`src/rtl/ssfb_pkg.sv`:
```
// Shared types, codes and the digit glyph table for the segment frame builder.
// No dependencies; imported by every module of the block.
`default_nettype none
package ssfb_pkg;

  localparam int SEG_W   = 8;
  localparam int CFG_IDX_W = 2;

  localparam logic [1:0] MODE_RAW   = 2'd0;
  localparam logic [1:0] MODE_HEX   = 2'd1;
  localparam logic [1:0] MODE_DEC   = 2'd2;
  localparam logic [1:0] MODE_ERROR = 2'd3;

  localparam logic [CFG_IDX_W-1:0] CFG_BLANK = 2'd0;
  localparam logic [CFG_IDX_W-1:0] CFG_MINUS = 2'd1;

  localparam logic [7:0] CMD_DATA_SET     = 8'h40;
  localparam logic [7:0] CMD_ADDRESS      = 8'hC0;
  localparam logic [7:0] CMD_CONTROL_BASE = 8'h87;
  localparam logic [7:0] DOT_MASK         = 8'h7F;
  localparam logic [7:0] ERR_MIDDLE       = 8'h50;
  localparam logic [3:0] BRIGHT_MAX       = 4'd8;
  localparam logic [3:0] ERR_BRIGHT       = 4'd7;
  localparam logic [3:0] GLYPH_E          = 4'hE;
  localparam logic [7:0] RESET_BLANK      = 8'h00;
  localparam logic [7:0] RESET_MINUS      = 8'h40;

  localparam logic [2:0] POS_DATA_SET = 3'd0;
  localparam logic [2:0] POS_ADDRESS  = 3'd1;
  localparam logic [2:0] POS_SEG0     = 3'd2;
  localparam logic [2:0] POS_SEG1     = 3'd3;
  localparam logic [2:0] POS_SEG2     = 3'd4;
  localparam logic [2:0] POS_SEG3     = 3'd5;
  localparam logic [2:0] POS_CONTROL  = 3'd6;

  typedef struct packed {
    logic [3:0][7:0] seg;
    logic [7:0]      ctrl;
  } frame_t;

  typedef struct packed {
    logic   valid;
    frame_t frame;
  } head_t;

  function automatic logic [7:0] glyph(input logic [3:0] d);
    logic [7:0] g;
    case (d)
      4'h0: g = 8'hbf;
      4'h1: g = 8'h86;
      4'h2: g = 8'hdb;
      4'h3: g = 8'hcf;
      4'h4: g = 8'he6;
      4'h5: g = 8'hed;
      4'h6: g = 8'hfd;
      4'h7: g = 8'h87;
      4'h8: g = 8'hff;
      4'h9: g = 8'hef;
      4'hA: g = 8'hf7;
      4'hB: g = 8'hfc;
      4'hC: g = 8'hb9;
      4'hD: g = 8'hde;
      4'hE: g = 8'hf9;
      default: g = 8'hf1;
    endcase
    return g;
  endfunction

endpackage
`default_nettype wire

```
`src/rtl/ssfb_if.sv`:
```
// Channel interfaces: update request, wire byte result and register write.
// No dependencies on other files.
`default_nettype none
interface ssfb_req_if;
  logic              valid;
  logic              ready;
  logic [1:0]        mode;
  logic [7:0]        seg_first;
  logic [7:0]        seg_second;
  logic [7:0]        seg_third;
  logic [7:0]        seg_fourth;
  logic              show_dots;
  logic [15:0]       hex_value;
  logic signed [7:0] signed_value;
  logic [3:0]        brightness;
  modport source (output valid, mode, seg_first, seg_second, seg_third, seg_fourth,
                  show_dots, hex_value, signed_value, brightness, input ready);
  modport sink   (input valid, mode, seg_first, seg_second, seg_third, seg_fourth,
                  show_dots, hex_value, signed_value, brightness, output ready);
endinterface

interface ssfb_res_if;
  logic       valid;
  logic       ready;
  logic [7:0] wire_byte;
  logic       start_before;
  logic       stop_after;
  logic       last;
  modport source (output valid, wire_byte, start_before, stop_after, last, input ready);
  modport sink   (input valid, wire_byte, start_before, stop_after, last, output ready);
endinterface

interface ssfb_cfg_if;
  logic       valid;
  logic       ready;
  logic [1:0] index;
  logic [7:0] data;
  modport source (output valid, index, data, input ready);
  modport sink   (input valid, index, data, output ready);
endinterface
`default_nettype wire

```
`src/rtl/ssfb_front.sv`:
```
// Front end: accepts update requests, holds the pattern registers and builds
// the segment and control bytes of a frame. Depends on ssfb_pkg, ssfb_if.
`default_nettype none
module ssfb_front
  import ssfb_pkg::*;
(
  input  wire logic   clk,
  input  wire logic   rst,
  ssfb_req_if.sink    req,
  ssfb_cfg_if.sink    cfg,
  input  wire logic   q_full,
  output logic        q_push,
  output frame_t      q_frame
);

  logic [7:0] blank_pattern;
  logic [7:0] minus_pattern;

  logic [7:0] mag;
  logic       hund;
  logic [6:0] rem;
  logic [14:0] tens_prod;
  logic [3:0] tens;
  logic [6:0] tens_x10;
  logic [3:0] ones;
  logic [3:0] bright;
  logic [3:0][7:0] seg;
  logic       keep_dots;

  assign cfg.ready = 1'b1;

  always_ff @(posedge clk) begin
    if (rst) begin
      blank_pattern <= RESET_BLANK;
      minus_pattern <= RESET_MINUS;
    end else if (cfg.valid) begin
      case (cfg.index)
        CFG_BLANK: blank_pattern <= cfg.data;
        CFG_MINUS: minus_pattern <= cfg.data;
        default: ;
      endcase
    end
  end

  assign req.ready = !q_full;
  assign q_push    = req.valid && !q_full;

  always_comb begin
    mag       = req.signed_value[7] ? (~req.signed_value + 8'd1) : req.signed_value;
    hund      = (mag >= 8'd100);
    rem       = hund ? 7'(mag - 8'd100) : mag[6:0];
    tens_prod = 15'(rem) * 15'd205;
    tens      = tens_prod[14:11];
    tens_x10  = 7'({tens, 3'b000} + {2'b00, tens, 1'b0});
    ones      = 4'(rem - tens_x10);
  end

  always_comb begin
    keep_dots = 1'b0;
    bright    = req.brightness;
    unique case (req.mode)
      MODE_RAW: begin
        seg       = {req.seg_first, req.seg_second, req.seg_third, req.seg_fourth};
        keep_dots = req.show_dots;
      end
      MODE_HEX: begin
        seg = {glyph(req.hex_value[15:12]), glyph(req.hex_value[11:8]),
               glyph(req.hex_value[7:4]), glyph(req.hex_value[3:0])};
      end
      MODE_DEC: begin
        seg = {req.signed_value[7] ? minus_pattern : blank_pattern,
               glyph({3'b000, hund}), glyph(tens), glyph(ones)};
      end
      default: begin
        seg    = {glyph(GLYPH_E), ERR_MIDDLE, ERR_MIDDLE, blank_pattern};
        bright = ERR_BRIGHT;
      end
    endcase
    if (bright > BRIGHT_MAX) bright = BRIGHT_MAX;
    for (int i = 0; i < 4; i++) begin
      q_frame.seg[i] = keep_dots ? seg[i] : (seg[i] & DOT_MASK);
    end
    q_frame.ctrl = CMD_CONTROL_BASE + {4'b0000, bright};
  end

endmodule
`default_nettype wire

```
`src/rtl/ssfb_queue.sv`:
```
// Short frame queue between the front end and the byte sequencer.
// Depends on ssfb_pkg for the frame type.
`default_nettype none
module ssfb_queue
  import ssfb_pkg::*;
#(
  parameter int DEPTH = 2
) (
  input  wire logic clk,
  input  wire logic rst,
  input  wire logic push,
  input  frame_t    push_frame,
  output logic      full,
  input  wire logic pop,
  output head_t     head
);

  localparam int PTR_W = (DEPTH > 1) ? $clog2(DEPTH) : 1;
  localparam int CNT_W = $clog2(DEPTH + 1);

  frame_t             slots [DEPTH];
  logic [PTR_W-1:0]   wr_ptr;
  logic [PTR_W-1:0]   rd_ptr;
  logic [CNT_W-1:0]   count;

  assign full       = (count == CNT_W'(DEPTH));
  assign head.valid = (count != '0);
  assign head.frame = slots[rd_ptr];

  always_ff @(posedge clk) begin
    if (push) slots[wr_ptr] <= push_frame;
  end

  always_ff @(posedge clk) begin
    if (rst) begin
      wr_ptr <= '0;
      rd_ptr <= '0;
      count  <= '0;
    end else begin
      if (push) wr_ptr <= (wr_ptr == PTR_W'(DEPTH - 1)) ? '0 : wr_ptr + 1'b1;
      if (pop)  rd_ptr <= (rd_ptr == PTR_W'(DEPTH - 1)) ? '0 : rd_ptr + 1'b1;
      count <= count + CNT_W'(push) - CNT_W'(pop);
    end
  end

endmodule
`default_nettype wire

```
`src/rtl/ssfb_back.sv`:
```
// Byte sequencer: walks the seven wire bytes of the queue head frame into a
// registered result stage. Depends on ssfb_pkg, ssfb_if.
`default_nettype none
module ssfb_back
  import ssfb_pkg::*;
(
  input  wire logic  clk,
  input  wire logic  rst,
  input  head_t      head,
  output logic       pop,
  ssfb_res_if.source res
);

  logic [2:0] pos;
  logic       load;
  logic [7:0] byte_next;
  logic       start_next;
  logic       stop_next;

  assign load = head.valid && (!res.valid || res.ready);
  assign pop  = load && (pos == POS_CONTROL);

  always_comb begin
    start_next = 1'b0;
    stop_next  = 1'b0;
    unique case (pos)
      POS_DATA_SET: begin
        byte_next = CMD_DATA_SET; start_next = 1'b1; stop_next = 1'b1;
      end
      POS_ADDRESS: begin
        byte_next = CMD_ADDRESS; start_next = 1'b1;
      end
      POS_SEG0: byte_next = head.frame.seg[3];
      POS_SEG1: byte_next = head.frame.seg[2];
      POS_SEG2: byte_next = head.frame.seg[1];
      POS_SEG3: begin
        byte_next = head.frame.seg[0]; stop_next = 1'b1;
      end
      default: begin
        byte_next = head.frame.ctrl; start_next = 1'b1; stop_next = 1'b1;
      end
    endcase
  end

  always_ff @(posedge clk) begin
    if (rst) begin
      pos       <= POS_DATA_SET;
      res.valid <= 1'b0;
    end else begin
      if (load) begin
        res.valid <= 1'b1;
        pos       <= (pos == POS_CONTROL) ? POS_DATA_SET : pos + 3'd1;
      end else if (res.ready) begin
        res.valid <= 1'b0;
      end
    end
  end

  always_ff @(posedge clk) begin
    if (load) begin
      res.wire_byte    <= byte_next;
      res.start_before <= start_next;
      res.stop_after   <= stop_next;
      res.last         <= (pos == POS_CONTROL);
    end
  end

endmodule
`default_nettype wire

```
`src/rtl/seven_segment_serial_frame_builder_core.sv`:
```
// Top level of the segment frame builder: front end, frame queue, sequencer.
// Depends on ssfb_pkg, ssfb_if, ssfb_front, ssfb_queue, ssfb_back.
//
//   channel  role   carries
//   req      sink   one display update (mode, raw segs, hex, signed, brightness)
//   res      source one wire byte with start, stop and last flags
//   cfg      sink   register write (index, data); always ready
//
// Each update yields seven result items, one per cycle while the result is not
// stalled; the byte sequencer reading the queue head sets the sustained rate.
// An update is taken while the queue has room; its first byte passes the queue
// slot, then the result register. Reset empties the queue, restarts the
// sequencer and resets the pattern registers. A stalled result holds its output
// register; the queue keeps accepting up to DEPTH frames meanwhile.
`default_nettype none
module seven_segment_serial_frame_builder_core
  import ssfb_pkg::*;
#(
  parameter int DEPTH = 2
) (
  input wire logic   clk,
  input wire logic   rst,
  ssfb_req_if.sink   req,
  ssfb_res_if.source res,
  ssfb_cfg_if.sink   cfg
);

  logic   q_full;
  logic   q_push;
  logic   q_pop;
  frame_t q_frame;
  head_t  q_head;

  ssfb_front u_front (
    .clk     (clk),
    .rst     (rst),
    .req     (req),
    .cfg     (cfg),
    .q_full  (q_full),
    .q_push  (q_push),
    .q_frame (q_frame)
  );

  ssfb_queue #(.DEPTH(DEPTH)) u_queue (
    .clk        (clk),
    .rst        (rst),
    .push       (q_push),
    .push_frame (q_frame),
    .full       (q_full),
    .pop        (q_pop),
    .head       (q_head)
  );

  ssfb_back u_back (
    .clk  (clk),
    .rst  (rst),
    .head (q_head),
    .pop  (q_pop),
    .res  (res)
  );

endmodule
`default_nettype wire
```
`src/flat_wrapper.sv`:
```
// flat-port wrapper written by rule: the top's interface ports become plain ports
module seven_segment_serial_frame_builder_core_flat import ssfb_pkg::*;
#(
  parameter int DEPTH = 2
)
  (clk, rst, req_valid, req_mode, req_seg_first, req_seg_second, req_seg_third, req_seg_fourth, req_show_dots, req_hex_value, req_signed_value, req_brightness, req_ready, res_valid, res_wire_byte, res_start_before, res_stop_after, res_last, res_ready, cfg_valid, cfg_index, cfg_data, cfg_ready);
  ssfb_req_if req_i ();
  ssfb_res_if res_i ();
  ssfb_cfg_if cfg_i ();
  input wire logic clk;
  input wire logic rst;
  input wire logic [$bits(req_i.valid)-1:0] req_valid;
  input wire logic [$bits(req_i.mode)-1:0] req_mode;
  input wire logic [$bits(req_i.seg_first)-1:0] req_seg_first;
  input wire logic [$bits(req_i.seg_second)-1:0] req_seg_second;
  input wire logic [$bits(req_i.seg_third)-1:0] req_seg_third;
  input wire logic [$bits(req_i.seg_fourth)-1:0] req_seg_fourth;
  input wire logic [$bits(req_i.show_dots)-1:0] req_show_dots;
  input wire logic [$bits(req_i.hex_value)-1:0] req_hex_value;
  input wire logic [$bits(req_i.signed_value)-1:0] req_signed_value;
  input wire logic [$bits(req_i.brightness)-1:0] req_brightness;
  output wire logic [$bits(req_i.ready)-1:0] req_ready;
  output wire logic [$bits(res_i.valid)-1:0] res_valid;
  output wire logic [$bits(res_i.wire_byte)-1:0] res_wire_byte;
  output wire logic [$bits(res_i.start_before)-1:0] res_start_before;
  output wire logic [$bits(res_i.stop_after)-1:0] res_stop_after;
  output wire logic [$bits(res_i.last)-1:0] res_last;
  input wire logic [$bits(res_i.ready)-1:0] res_ready;
  input wire logic [$bits(cfg_i.valid)-1:0] cfg_valid;
  input wire logic [$bits(cfg_i.index)-1:0] cfg_index;
  input wire logic [$bits(cfg_i.data)-1:0] cfg_data;
  output wire logic [$bits(cfg_i.ready)-1:0] cfg_ready;
  assign req_i.valid = req_valid;
  assign req_i.mode = req_mode;
  assign req_i.seg_first = req_seg_first;
  assign req_i.seg_second = req_seg_second;
  assign req_i.seg_third = req_seg_third;
  assign req_i.seg_fourth = req_seg_fourth;
  assign req_i.show_dots = req_show_dots;
  assign req_i.hex_value = req_hex_value;
  assign req_i.signed_value = req_signed_value;
  assign req_i.brightness = req_brightness;
  assign req_ready = req_i.ready;
  assign res_valid = res_i.valid;
  assign res_wire_byte = res_i.wire_byte;
  assign res_start_before = res_i.start_before;
  assign res_stop_after = res_i.stop_after;
  assign res_last = res_i.last;
  assign res_i.ready = res_ready;
  assign cfg_i.valid = cfg_valid;
  assign cfg_i.index = cfg_index;
  assign cfg_i.data = cfg_data;
  assign cfg_ready = cfg_i.ready;
  seven_segment_serial_frame_builder_core #(.DEPTH(DEPTH)) u_core (.clk(clk), .rst(rst), .req(req_i), .res(res_i), .cfg(cfg_i));
endmodule
```
`config.mk`:
```
export PLATFORM = sky130hd
export DESIGN_NAME = seven_segment_serial_frame_builder_core_flat
export DESIGN_NICKNAME = d
export VERILOG_FILES = /design/src/rtl/ssfb_pkg.sv /design/src/rtl/ssfb_if.sv /design/src/rtl/ssfb_front.sv /design/src/rtl/ssfb_queue.sv /design/src/rtl/ssfb_back.sv /design/src/rtl/seven_segment_serial_frame_builder_core.sv /design/src/flat_wrapper.sv
export SDC_FILE = /design/constraint.sdc
export NUM_CORES = 1
export LEC_CHECK = 0
export BUFFER_PORTS_ARGS = -buffer_cell sky130_fd_sc_hd__buf_4
export CAP_MARGIN = 20
export CORE_ASPECT_RATIO = 1.25
export CORE_UTILIZATION = 50
export CTS_CLUSTER_DIAMETER = 120
export DETAILED_ROUTE_END_ITERATION = 16
export PLACE_DENSITY = 0.7
export SETUP_SLACK_MARGIN = 0.4
export SLEW_MARGIN = 20
export SYNTH_ARGS = -nofsm -noshare
export SYNTH_HDL_FRONTEND = slang
export SYNTH_HIERARCHICAL = 1
export SYNTH_SLANG_ARGS = --single-unit
```
`constraint.sdc`:
```
create_clock -name clk -period 9.6 [get_ports clk]
set_input_delay 0.96 -clock clk [delete_from_list [all_inputs] [get_ports clk]]
set_output_delay 0.96 -clock clk [all_outputs]
set_load 0.01 [all_outputs]
```
## After elaboration in Yosys (flattened, before gate mapping)

Memories as Yosys holds them, arrays and structs flattened. A register that Yosys moved wholly into a read port is not among the register bits.
Index checks and enable logic that the tools add are counted.

| word-level totals | value |
|---|---|
| register bits after elaboration | 35 |
| latch bits | 0 |
| memory bits (writable) | 80 |
| memory bits (read-only) | 672 |
| input port bits | 78 |
| memories kept | 7 |

| cells by class | value |
|---|---|
| $add $sub $neg | 10 |
| multipliers | 1 |
| divide/modulo/power cells | 0 |
| magnitude comparators | 2 |
| eq/ne operators | 10 |
| shifts and indexed selects | 0 |
| muxes and demuxes | 24 |
| bitwise logic cells | 2 |
| reduce and logical (&&, ||, !) cells | 16 |

Memories:

| memory | depth | bits a word | rd ports | clocked after memory_dff | wr ports | line | text |
|---|---|---|---|---|---|---|---|
| (no name shown) | 16 | 7 | 1 | 0 | 0 | ssfb_pkg.sv:48 | `case (d)` |
| (no name shown) | 16 | 7 | 1 | 0 | 0 | ssfb_pkg.sv:48 |  |
| (no name shown) | 16 | 7 | 1 | 0 | 0 | ssfb_pkg.sv:48 |  |
| (no name shown) | 16 | 7 | 1 | 0 | 0 | ssfb_pkg.sv:48 |  |
| (no name shown) | 16 | 7 | 1 | 0 | 0 | ssfb_pkg.sv:48 |  |
| (no name shown) | 16 | 7 | 1 | 0 | 0 | ssfb_pkg.sv:48 |  |
| 1 more memories | - | - | - | - | - | - |  |

Operators by type and width:

| cell | count |
|---|---|
| $pmux 32 s3 | 1 |
| $mux 8 | 6 |
| $pmux 8 s6 | 1 |
| $pmux 8 s2 | 1 |
| $mul 7x8->15 const B | 1 |
| $mux 1 | 11 |
| $eq 3x3->1 const B | 3 |
| $add 8x1->8 const B | 1 |
| $add 8x4->8 const A | 1 |
| $ge 8x7->1 const B | 1 |
| $mux 4 | 2 |
| $not 8->8 | 1 |
| $reduce_or 4->1 | 2 |
| $mux 7 | 1 |
| $sub 7x7->7 const B | 1 |
| $eq 3x2->1 const B | 2 |
| $add 4x4->4 | 1 |
| $eq 2x1->1 const B | 2 |
| $eq 2x2->1 const B | 2 |
| $gt 4x4->1 const B | 1 |
| $logic_not 2->1 | 2 |
| $reduce_and 2->1 | 2 |
| $reduce_bool 2->1 | 2 |
| $sub 4x4->4 | 1 |
| 12 further kinds | 16 |

## Depth between registers and ports, before layout

Gate-level depths: netlist (run 1).
An unclocked memory read counts as a cell.

| depth | value |
|---|---|
| word-level depth | 11 |
| depth in mapped cells | 34 |
| gate-level depth less buffers | 32 |

## Modules after synthesis

The synthesis (run 1) kept the hierarchy.

By module, submodules not included:

| module | times used | cells an instance | area an instance (um2) | sequential area each (um2) |
|---|---|---|---|---|
| ssfb_front | 1 | 564 | 4299.1 | 320.3 |
| ssfb_queue | 1 | 145 | 3116.7 | 2502.4 |
| ssfb_back | 1 | 90 | 933.4 | 410.4 |

## Least setup slack after synthesis (run 1)

OpenSTA, ideal clock, no wires.

| timing path | value |
|---|---|
| path kind | input-to-reg |
| from | in req_signed_value[0] |
| to | mem u_core/u_queue/slots[0][8] (netlist bit) (data pin) |
| library setup time | 0.265 ns |
| arrival time | 8.320 ns |
| data required time | 9.335 ns |
| path slack | 1.015 ns |
| stages on the path | 33 |
| cell sequence | inv_1 > ha_1 > buf_2 > nand2b_1 > xnor2_1 > inv_1 > ha_1 > a21bo_2 > a2111oi_4 > a32o_1 > a221oi_2 > xnor2_1 > ha_1 > fa_1 > ha_1 > inv_1 > fa_1 > inv_1 > ha_1 > a211o_1 > a21oi_1 > nor2b_1 > o211a_4 > nor2_1 > xnor2_1 > inv_1 > ha_1 > and2_1 > a311oi_1 > xnor3_2 > xnor2_1 > o221ai_1 > a221o_1 |

RTL lines:

| element | line | text |
|---|---|---|
| from (decl) | flat_wrapper.sv:20 | `input wire logic [$bits(req_i.signed_value)-1:0] req_signed_value;` |
| to (decl) | ssfb_queue.sv:21 | `frame_t slots [DEPTH];` |

==> results.rst, run 1 <==
.. list-table::
   :header-rows: 1

   * - Metric
     - Value
   * - Layout Utilization
     - 59.9%
   * - Leakage dissipation
     - around 0.004 µW
   * - Relative contribution of sequential cells to total power
     - about a quarter
   * - Post-place setup slack
     - 0.300 ns
   * - Number of DRC markers in iteration 0
     - 454
   * - Slowest cell delay on critical path
     - ~0.5 ns
   * - Clock tree sinks
     - around 120
   * - Distinct cell type count after synthesis
     - between 80 and 90
   * - Cell type group with the largest total delay on the critical path
     - adder cells
   * - Predominant post-synthesis flop cell
     - sky130_fd_sc_hd__edfxtp_1
   * - Number of setup buffers added after CTS
     - 0
   * - Total global routing overflow
     - 0
   * - Initial standard-cell utilization of the core
     - around 51%
   * - Die outline area
     - between 15,000 and 20,000 µm²
   * - Fin worst setup slack
     - 1.05 ns
   * - Vertical die dimension
     - between 100 and 150 µm
   * - Hold violation total from the final report
     - 0
   * - Worst setup EP type
     - register
   * - Post-route antenna net violation count
     - 0
   * - Ys async rst share
     - 0%
   * - Minimum period implied by the final worst setup slack
     - 8.55 ns
   * - Result of the run
     - finished clean
   * - Internal power component
     - 1600 µW
   * - Fraction of final layout cells with drive strength greater than 1
     - a little under a quarter
   * - Chip Width
     - ~120 µm
   * - Filler Cell Count
     - between 1,000 and 1,500
   * - Highest attainable clock frequency
     - 117 MHz
   * - Final total negative setup slack
     - 0 ns
   * - Final estimated routing congestion in global placement
     - 0.917
   * - DRC
     - 0
   * - RSZ-0062 raised after global routing
     - no
   * - Clock edge transition at the registers on the reported setup and hold paths
     - about 0.06 ns
   * - Antenna diode instance count
     - 0
   * - Number of maximum-capacitance violations
     - 0
   * - Aggregate global-route resource usage
     - a little under a quarter
   * - Yosys warns
     - 6
   * - Max Root-Sink Buffers
     - 2
   * - Buffers & Inverters on Critical Path
     - 6
   * - CTS hold repair buffers
     - 0
   * - Arrival time worst endpoint
     - approximately 8.7 ns
   * - Reg-to-reg endpoint
     - u_core/u_back/res.wire_byte[0]
   * - Layout Skew
     - 0.00913 ns
   * - Post-synthesis share of cell area spent on xor and xnor gates
     - between 2 and 3%
   * - Relative contribution of combinational cells to total power
     - 53.0%
   * - Flop2flop setup slack
     - roughly 7 ns
   * - Share of synthesized area occupied by flip-flops and latches
     - approximately two fifths
   * - Total number of vias
     - 6,247
   * - Final setup violation count
     - 0
   * - Critical path data required time
     - approximately 9.8 ns
   * - R2R cell count
     - 5
   * - Transition at the pin with the smallest max-transition slack
     - about 1.0 ns
   * - Peak VDD IR
     - between 0.2 and 0.25 mV
   * - Slowest cell on the critical path
     - sky130_fd_sc_hd__fa_1
   * - Num ports
     - between 90 and 100
   * - Slew margin rel.
     - around 33%
   * - Type of the worst min-delay path
     - reg -> reg
   * - Fin crit share
     - a little under 90%
   * - Sum of net half-perimeters after detailed placement
     - 14.5 mm
   * - Wire length per cell after detailed routing
     - 17.2 µm
   * - CTS buffer count
     - 17
   * - Post-synthesis compound-gate area fraction
     - between 10% and 20%
   * - RR Startpoint
     - u_core/u_back/pos[0]
   * - Antenna violations before repair
     - 0
   * - Multi-input gate area
     - roughly 4700 µm²
   * - Stages on the worst setup path
     - 33
   * - Average via count per standard cell
     - around 5.6
   * - Net total in the final layout
     - 1,044
   * - Total area of sequential cells
     - ~3200 µm²
   * - Fraction of power consumed by the clock network
     - 22.1%
   * - TritonCTS clock tree
     - done
   * - Pin count of the biggest net entering global routing
     - 45
   * - Number of synthesized register bits
     - approximately 120
   * - Critical path origin
     - req_signed_value[0]
   * - Peak fanout along the critical path
     - 15
   * - Number of flops mapped to enable cells by yosys
     - just over 90
   * - Number of instances in the synthesized netlist
     - between 700 and 800
   * - First-pass GRT wire length
     - 31.6 mm
   * - Number of H-tree branching levels
     - 4
   * - First-pass iteration count of the detailed router
     - 5
   * - Drt total wl
     - about 19 mm
   * - Final number of max-transition violations
     - 0
   * - Standard-cell row count
     - 52
   * - Areal power density over the cells
     - around 270 nW/µm²
   * - Share of total power consumed by net switching
     - around two fifths
   * - Root Buffer Master
     - sky130_fd_sc_hd__clkbuf_16
   * - Termination of the worst setup path
     - u_core/u_queue/slots[1][8]
   * - Cell seen most often among critical-path stages
     - sky130_fd_sc_hd__ha_1
   * - Basic-gate share of the synthesized area counting and, or, nand and nor cells
     - between 10% and 20%
   * - Post-Synthesis Mean Instance Area
     - 10.4 µm²
   * - Type of the setup path with the least slack
     - in -> reg
   * - Worst-skew pair later-pin latency
     - 0.41 ns
   * - Cell area after technology mapping
     - about 8300 µm²
   * - Total of buffers placed on input and output ports
     - 90
   * - Total core area
     - ~16,000 µm²
   * - Proportion of synthesized area in mux cells
     - 11.4%
   * - Fraction of the mapped netlist area in adder cells
     - approximately 14%
   * - Number of global-route vias before repair
     - between 6,000 and 7,000
   * - Kind of start point of the critical path
     - input pin
   * - Psw
     - between 1000 and 1500 µW
   * - Relative area change from synthesis to final layout
     - 16.7%
   * - Dominant combinational cell family by area after synthesis
     - compound AO/OA/AOI/OAI gates
cells in the final DEF, fill, tap and decap left out, types with 28 or more instances in the layout:
cell	n
sky130_fd_sc_hd__inv_1	64
sky130_fd_sc_hd__nor2_1	59
sky130_fd_sc_hd__mux2i_1	37
sky130_fd_sc_hd__a21oi_1	54
sky130_fd_sc_hd__ha_1	81
sky130_fd_sc_hd__buf_4	101
sky130_fd_sc_hd__edfxtp_1	91
sky130_fd_sc_hd__o21ai_0	28
sky130_fd_sc_hd__nand2_1	36
sky130_fd_sc_hd__mux2_2	48
cell usage after synthesis (all sizes together), types with 8 or more instances:
library cell | n | area (µm²)
a21oi | 54 | 270
a221o | 12 | 120
a22oi | 11 | 82.6
a31oi | 12 | 81.3
buf | 22 | 154
clkbuf | 22 | 82.6
dfxtp | 25 | 500
edfxtp | 91 | 2730
fa | 8 | 160
ha | 81 | 1010
inv | 64 | 240
mux2 | 48 | 541
mux2i | 37 | 370
nand2 | 36 | 135
nand2b | 16 | 100
nand3 | 11 | 55.1
nor2 | 60 | 233
nor2b | 17 | 106
nor3 | 10 | 55.1
o211ai | 11 | 87.6
o21ai | 29 | 145
xnor2 | 15 | 131
kinds of logic after synthesis:
group	after synthesis
simple gates	184
mux	87
xor+xnor	23
compound gates	189
buf+inv	109
flops	116
other cells	2
fa+ha+maj	89
flip-flops by register name, summed over array words and instances (netlist names), named ones only:
name / cells
u_core/u_queue/slots: 80
u_core/u_back/res.wire_byte: 8
u_core/u_front/blank_pattern: 8
u_core/u_front/minus_pattern: 8
u_core/u_back/pos: 3
u_core/u_queue/count: 2
u_core/u_back/res.last: 1
u_core/u_back/res.start_before: 1
u_core/u_back/res.stop_after: 1
u_core/u_back/res.valid: 1
u_core/u_queue/rd_ptr: 1
u_core/u_queue/wr_ptr: 1
power groups by stage:
stage / clock [µW] / combinational [µW] / sequential [µW]
6_report: 582 / 1400 / 655
5_1_grt: 613 / 1570 / 662
4_1_cts: 590 / 1400 / 656
3_5_place_dp: 0 / 1380 / 665
3_3_place_gp: 0 / 1360 / 662
2_1_floorplan: 0 / 1120 / 659
cell type report:
class / count / area share [%]
clock buffer: 19 / 4.77
multi-input combinational: 576 / 48.0
tap: 216 / 2.77
inverter: 65 / 2.50
timing repair buffer: 101 / 7.78
sequential: 116 / 33.2
clock inverter: 13 / 0.976
worst reg2reg max path: stages (launching register included):
cell and delay (ns):
sky130_fd_sc_hd__dfxtp_1 0.90, sky130_fd_sc_hd__and2_1 0.24, sky130_fd_sc_hd__ha_1 0.44, sky130_fd_sc_hd__nand2b_1 0.24
sky130_fd_sc_hd__nor2_1 0.13, sky130_fd_sc_hd__a221o_1 0.36
worst min-delay path by stage:
stage | depth (start not counted) | slack (ns) | startpoint | end
global placement | 1 | 0.45 | u_core/u_front/minus_pattern[6] | u_core/u_front/minus_pattern[6]
finish | 1 | 0.46 | u_core/u_front/minus_pattern[6] | u_core/u_front/minus_pattern[6]
global route | 1 | 0.50 | u_core/u_front/minus_pattern[6] | u_core/u_front/minus_pattern[6]
floorplan | 1 | 0.44 | u_core/u_front/minus_pattern[6] | u_core/u_front/minus_pattern[6]
detailed placement | 1 | 0.45 | u_core/u_front/minus_pattern[6] | u_core/u_front/minus_pattern[6]
CTS | 1 | 0.47 | u_core/u_front/minus_pattern[6] | u_core/u_front/minus_pattern[6]
repair_timing:
action | in CTS | in global routing
hold endpoints to repair | 0 | 0
setup endpoints to repair | 0 | 14
resized for setup | 0 | 4
metal layers:
layer	GRT usage, %	share of wire, %	vias up
li1	-	-	3083
met1	26.9	40	2967
met2	42.7	54	165
met3	3.87	4.1	32
met4	8.59	2.2	0
met5	0	0	-
through the flow:
stage	hold slack, ns	total power, µW	cells	area (µm²)
2_1_floorplan	0.435	1780	801	8360
3_3_place_gp	0.449	2020	1074	9160
3_5_place_dp	0.454	2050	1074	9160
4_1_cts	0.468	2640	1106	9720
5_1_grt	0.503	2850	1106	9740
6_report	0.464	2630	1106	9740
No activity file was read; power rests on OpenSTA's default activity.
==> inputs of run 2 (changes only) <==
Settings changed: ABC_AREA from default to 1.
==> run 2 against run 1 <==
Net effect: global-route usage rose by 0.26 points; worst hold slack improved by 0.016 ns; sequential power decreased by 0.6%; largest cell class unchanged.
==> results.rst, run 2 <==
.. list-table::
   :header-rows: 1

   * - Metric
     - Value
   * - Wire length per cell after detailed routing
     - 15.0 µm (was 17.2 µm)
   * - Final number of max-transition violations
     - 0 (unchanged)
   * - Highest attainable clock frequency
     - 136 MHz (was 117 MHz)
   * - Clock edge transition at the registers on the reported setup and hold paths
     - 0.05 ns (was 0.06 ns)
   * - Distinct cell type count after synthesis
     - 55 (was 81)
   * - Drt total wl
     - 18.8 mm (was 19.1 mm)
   * - Post-place setup slack
     - 1.82 ns (was 0.300 ns)
   * - RR Startpoint
     - u_core/u_back/pos[1] (was u_core/u_back/pos[0])
   * - Number of synthesized register bits
     - 116 (unchanged)
   * - Net total in the final layout
     - 1,193 (was 1,044)
   * - CTS hold repair buffers
     - 0 (unchanged)
   * - Number of maximum-capacitance violations
     - 0 (unchanged)
   * - CTS buffer count
     - 17 (unchanged)
   * - Cell area after technology mapping
     - 8280 µm² (was 8350 µm²)
   * - Slew margin rel.
     - 46.7% (was 32.9%)
   * - Leakage dissipation
     - 0.00439 µW (was 0.00406 µW)
   * - Sum of net half-perimeters after detailed placement
     - 14.2 mm (was 14.5 mm)
   * - Number of flops mapped to enable cells by yosys
     - 91 (unchanged)
   * - First-pass GRT wire length
     - 30.6 mm (was 31.6 mm)
   * - Number of global-route vias before repair
     - 6,552 (was 6,250)
   * - Worst-skew pair later-pin latency
     - 0.42 ns (was 0.41 ns)
   * - Root Buffer Master
     - sky130_fd_sc_hd__clkbuf_16 (unchanged)
   * - Type of the worst min-delay path
     - reg -> reg (unchanged)
   * - Num ports
     - 92 (unchanged)
   * - Layout Skew
     - 0.00728 ns (was 0.00913 ns)
   * - Slowest cell on the critical path
     - sky130_fd_sc_hd__fa_1 (unchanged)
   * - Slowest cell delay on critical path
     - 0.49 ns (was 0.51 ns)
   * - Cell seen most often among critical-path stages
     - sky130_fd_sc_hd__inv_1 (was sky130_fd_sc_hd__ha_1)
   * - Areal power density over the cells
     - 255 nW/µm² (was 270 nW/µm²)
   * - Relative area change from synthesis to final layout
     - 17.7% (was 16.7%)
   * - Total number of vias
     - 6,678 (was 6,247)
   * - Aggregate global-route resource usage
     - 23.5% (was 23.2%)
   * - Leading cell type in the layout, fill and taps excluded
     - sky130_fd_sc_hd__nand2_1 (was sky130_fd_sc_hd__buf_4)
   * - Number of stages on the worst hold path
     - 2 (was 1)
   * - RSZ-0062 raised after global routing
     - no (unchanged)
   * - Most frequent cells in the layout
     - sky130_fd_sc_hd__nand2_1 (143), sky130_fd_sc_hd__inv_1 (116), sky130_fd_sc_hd__nor2_1 (100) (was sky130_fd_sc_hd__buf_4 (101), sky130_fd_sc_hd__edfxtp_1 (91), sky130_fd_sc_hd__ha_1 (81))
   * - Total core area
     - 16,200 µm² (was 16,300 µm²)
   * - Number of DRC markers in iteration 0
     - 355 (was 454)
   * - Worst setup EP type
     - register (unchanged)
   * - Hold violation total from the final report
     - 0 (unchanged)
   * - DRC
     - 0 (unchanged)
   * - Fin worst setup slack
     - 2.27 ns (was 1.05 ns)
   * - Startpoint of the tightest hold check path
     - u_core/u_front/minus_pattern[6] (unchanged)
   * - Resized cells post-CTS
     - 0 (unchanged)
   * - Critical path data required time
     - 9.75 ns (about the same)
   * - Number of H-tree branching levels
     - 4 (unchanged)
   * - Standard-cell row count
     - 52 (unchanged)
   * - Final total negative setup slack
     - 0 ns (unchanged)
   * - Result of the run
     - finished clean (unchanged)
   * - Number of flip-flops in the largest register
     - 80 (unchanged)
   * - Average via count per standard cell
     - 5.32 (was 5.65)
   * - Antenna diode instance count
     - 0 (unchanged)
   * - Vertical die dimension
     - 146 µm (about the same)
   * - Chip Width
     - 117 µm (was 118 µm)
   * - Number of instances in the synthesized netlist
     - 940 (was 799)
   * - Number of setup buffers added after CTS
     - 0 (unchanged)
   * - Minimum period implied by the final worst setup slack
     - 7.33 ns (was 8.55 ns)
   * - Yosys warns
     - 6 (unchanged)
   * - Portion of synthesized cell area occupied by the leading cell type
     - 33.0% (was 32.7%)
   * - Most frequent cells after synthesis
     - sky130_fd_sc_hd__nand2_1 (143), sky130_fd_sc_hd__inv_1 (116), sky130_fd_sc_hd__nor2_1 (101) (was sky130_fd_sc_hd__edfxtp_1 (91), sky130_fd_sc_hd__ha_1 (81), sky130_fd_sc_hd__inv_1 (64))
   * - Antenna violations before repair
     - 0 (unchanged)
   * - Peak VDD IR
     - 0.144 mV (was 0.250 mV)
   * - Peak fanout along the critical path
     - 10 (was 15)
   * - Fin crit share
     - 76.4% (was 89.0%)
   * - Post-Synthesis Mean Instance Area
     - 8.81 µm² (was 10.4 µm²)
   * - Reg-to-reg endpoint
     - u_core/u_back/res.wire_byte[4] (was u_core/u_back/res.wire_byte[0])
   * - Kind of start point of the critical path
     - input pin (unchanged)
   * - Fraction of final layout cells with drive strength greater than 1
     - 19.9% (was 23.5%)
   * - Die outline area
     - 17,100 µm² (was 17,200 µm²)
   * - R2R cell count
     - 8 (was 5)
   * - Register containing the most flip-flops in the final layout
     - u_core/u_queue/slots (unchanged)
   * - Total of buffers placed on input and output ports
     - 90 (unchanged)
   * - Clock tree sinks
     - 116 (unchanged)
   * - Initial standard-cell utilization of the core
     - 51.1% (was 51.3%)
   * - Final estimated routing congestion in global placement
     - 0.908 (was 0.917)
   * - Post-route antenna net violation count
     - 0 (unchanged)
   * - Arrival time worst endpoint
     - 7.48 ns (was 8.70 ns)
   * - Type of the setup path with the least slack
     - in -> reg (unchanged)
   * - TritonCTS clock tree
     - done (unchanged)
   * - Max Root-Sink Buffers
     - 2 (unchanged)
   * - Share of synthesized area occupied by flip-flops and latches
     - 39.0% (was 38.7%)
   * - Predominant post-synthesis flop cell
     - sky130_fd_sc_hd__edfxtp_1 (unchanged)
   * - Ys async rst share
     - 0% (unchanged)
   * - Pin count of the biggest net entering global routing
     - 42 (was 45)
   * - Final setup violation count
     - 0 (unchanged)
   * - Hold endpoint
     - u_core/u_front/minus_pattern[6] (unchanged)
   * - First-pass iteration count of the detailed router
     - 5 (unchanged)
   * - Transition at the pin with the smallest max-transition slack
     - 0.794 ns (was 1.01 ns)
   * - Most frequent cell after synthesis
     - sky130_fd_sc_hd__nand2_1 (was sky130_fd_sc_hd__edfxtp_1)
   * - Total global routing overflow
     - 0 (unchanged)
   * - Cell types with the largest area share after synthesis
     - sky130_fd_sc_hd__edfxtp_1 (33%), sky130_fd_sc_hd__ha_1 (12%), sky130_fd_sc_hd__nand2_1 (6.5%), sky130_fd_sc_hd__dfxtp_1 (6.0%), sky130_fd_sc_hd__mux2_2 (5.4%) (was sky130_fd_sc_hd__edfxtp_1 (33%), sky130_fd_sc_hd__ha_1 (12%), sky130_fd_sc_hd__mux2_2 (6.5%), sky130_fd_sc_hd__dfxtp_1 (6.0%), sky130_fd_sc_hd__mux2i_1 (4.4%))
   * - Flop2flop setup slack
     - 7.66 ns (was 7.05 ns)
   * - Leading area contributor after synthesis
     - sky130_fd_sc_hd__edfxtp_1 (unchanged)
## run 2: cell types whose count changed in the layout (fill, tap and decap cells not counted), moves of 11 or more
cell / before / now
sky130_fd_sc_hd__a22oi_1: 11 / 0
sky130_fd_sc_hd__inv_1: 64 / 116
sky130_fd_sc_hd__mux2i_1: 37 / 0
sky130_fd_sc_hd__nand2_1: 36 / 143
sky130_fd_sc_hd__nand2b_1: 16 / 0
sky130_fd_sc_hd__nand3_1: 11 / 57
sky130_fd_sc_hd__nor2_1: 59 / 100
sky130_fd_sc_hd__nor2b_1: 16 / 0
sky130_fd_sc_hd__o21ai_0: 28 / 59
## run 2: per-stage QoR
step	instance area, µm²	util (%)	power [µW]	instances	hold WS, ns
CTS	9750	60.2	2490	1255	0.482
global placement	9080	56.0	1760	1223	0.435
global route	9750	60.2	2700	1255	0.506
finish	9750	60.2	2490	1255	0.480
detailed placement	9080	56.0	1770	1223	0.469
floorplan	8290	-	1510	942	0.424
## run 2: worst max-delay path, delay by kind of cell
kind | cells | cell delay, ns
xor gates and xnor gates | 2 | 0.59
and+or+nand+nor | 10 | 1.51
AOI/OAI and AO/OA | 6 | 0.98
adders and majority gates | 8 | 2.61
buffers and inverters | 9 | 0.83
## run 2: cell families after synthesis
family / synth area share, %
buf+inv: 8.16
other cells: 0.0907
xor+xnor: 1.54
simple gates: 18.8
flops: 39.0
compound gates: 12.8
mux: 5.44
fa+ha+maj: 14.2
## run 2: where the power goes
group	switching, µW	internal, µW
clock network	208	509
registers	25.0	626
logic	714	408
## run 2: how the worst max path moves through the flow
stage	slack, ns	startpoint	depth (start not counted)	to
floorplan	2.58	req_signed_value[0]	34	u_core/u_queue/slots[0][8]
CTS	2.25	req_signed_value[0]	35	u_core/u_queue/slots[1][8]
global placement	2.00	req_signed_value[0]	35	u_core/u_queue/slots[0][8]
global route	1.54	req_signed_value[0]	35	u_core/u_queue/slots[1][11]
finish	2.27	req_signed_value[0]	35	u_core/u_queue/slots[1][8]
detailed placement	1.82	req_signed_value[0]	35	u_core/u_queue/slots[1][8]
## run 2: routing by layer
metal	vias up	GRT usage [%]	wire, µm
met1	3082	27.4	7830
met3	35	4.37	837
met4	0	8.54	382
li1	3376	-	-
met2	185	42.0	9720
met5	-	0	0
## run 2: cell type report
type                            count  area [µm²]
Clock inverter                     12         233
Clock buffer                       20         437
Sequential cell                   116        3230
Timing Repair Buffer               96         721
Fill cell                        1417        6450
Tap cell                          216         270
Multi-Input combinational cell    672        4390
Inverter                          123         464
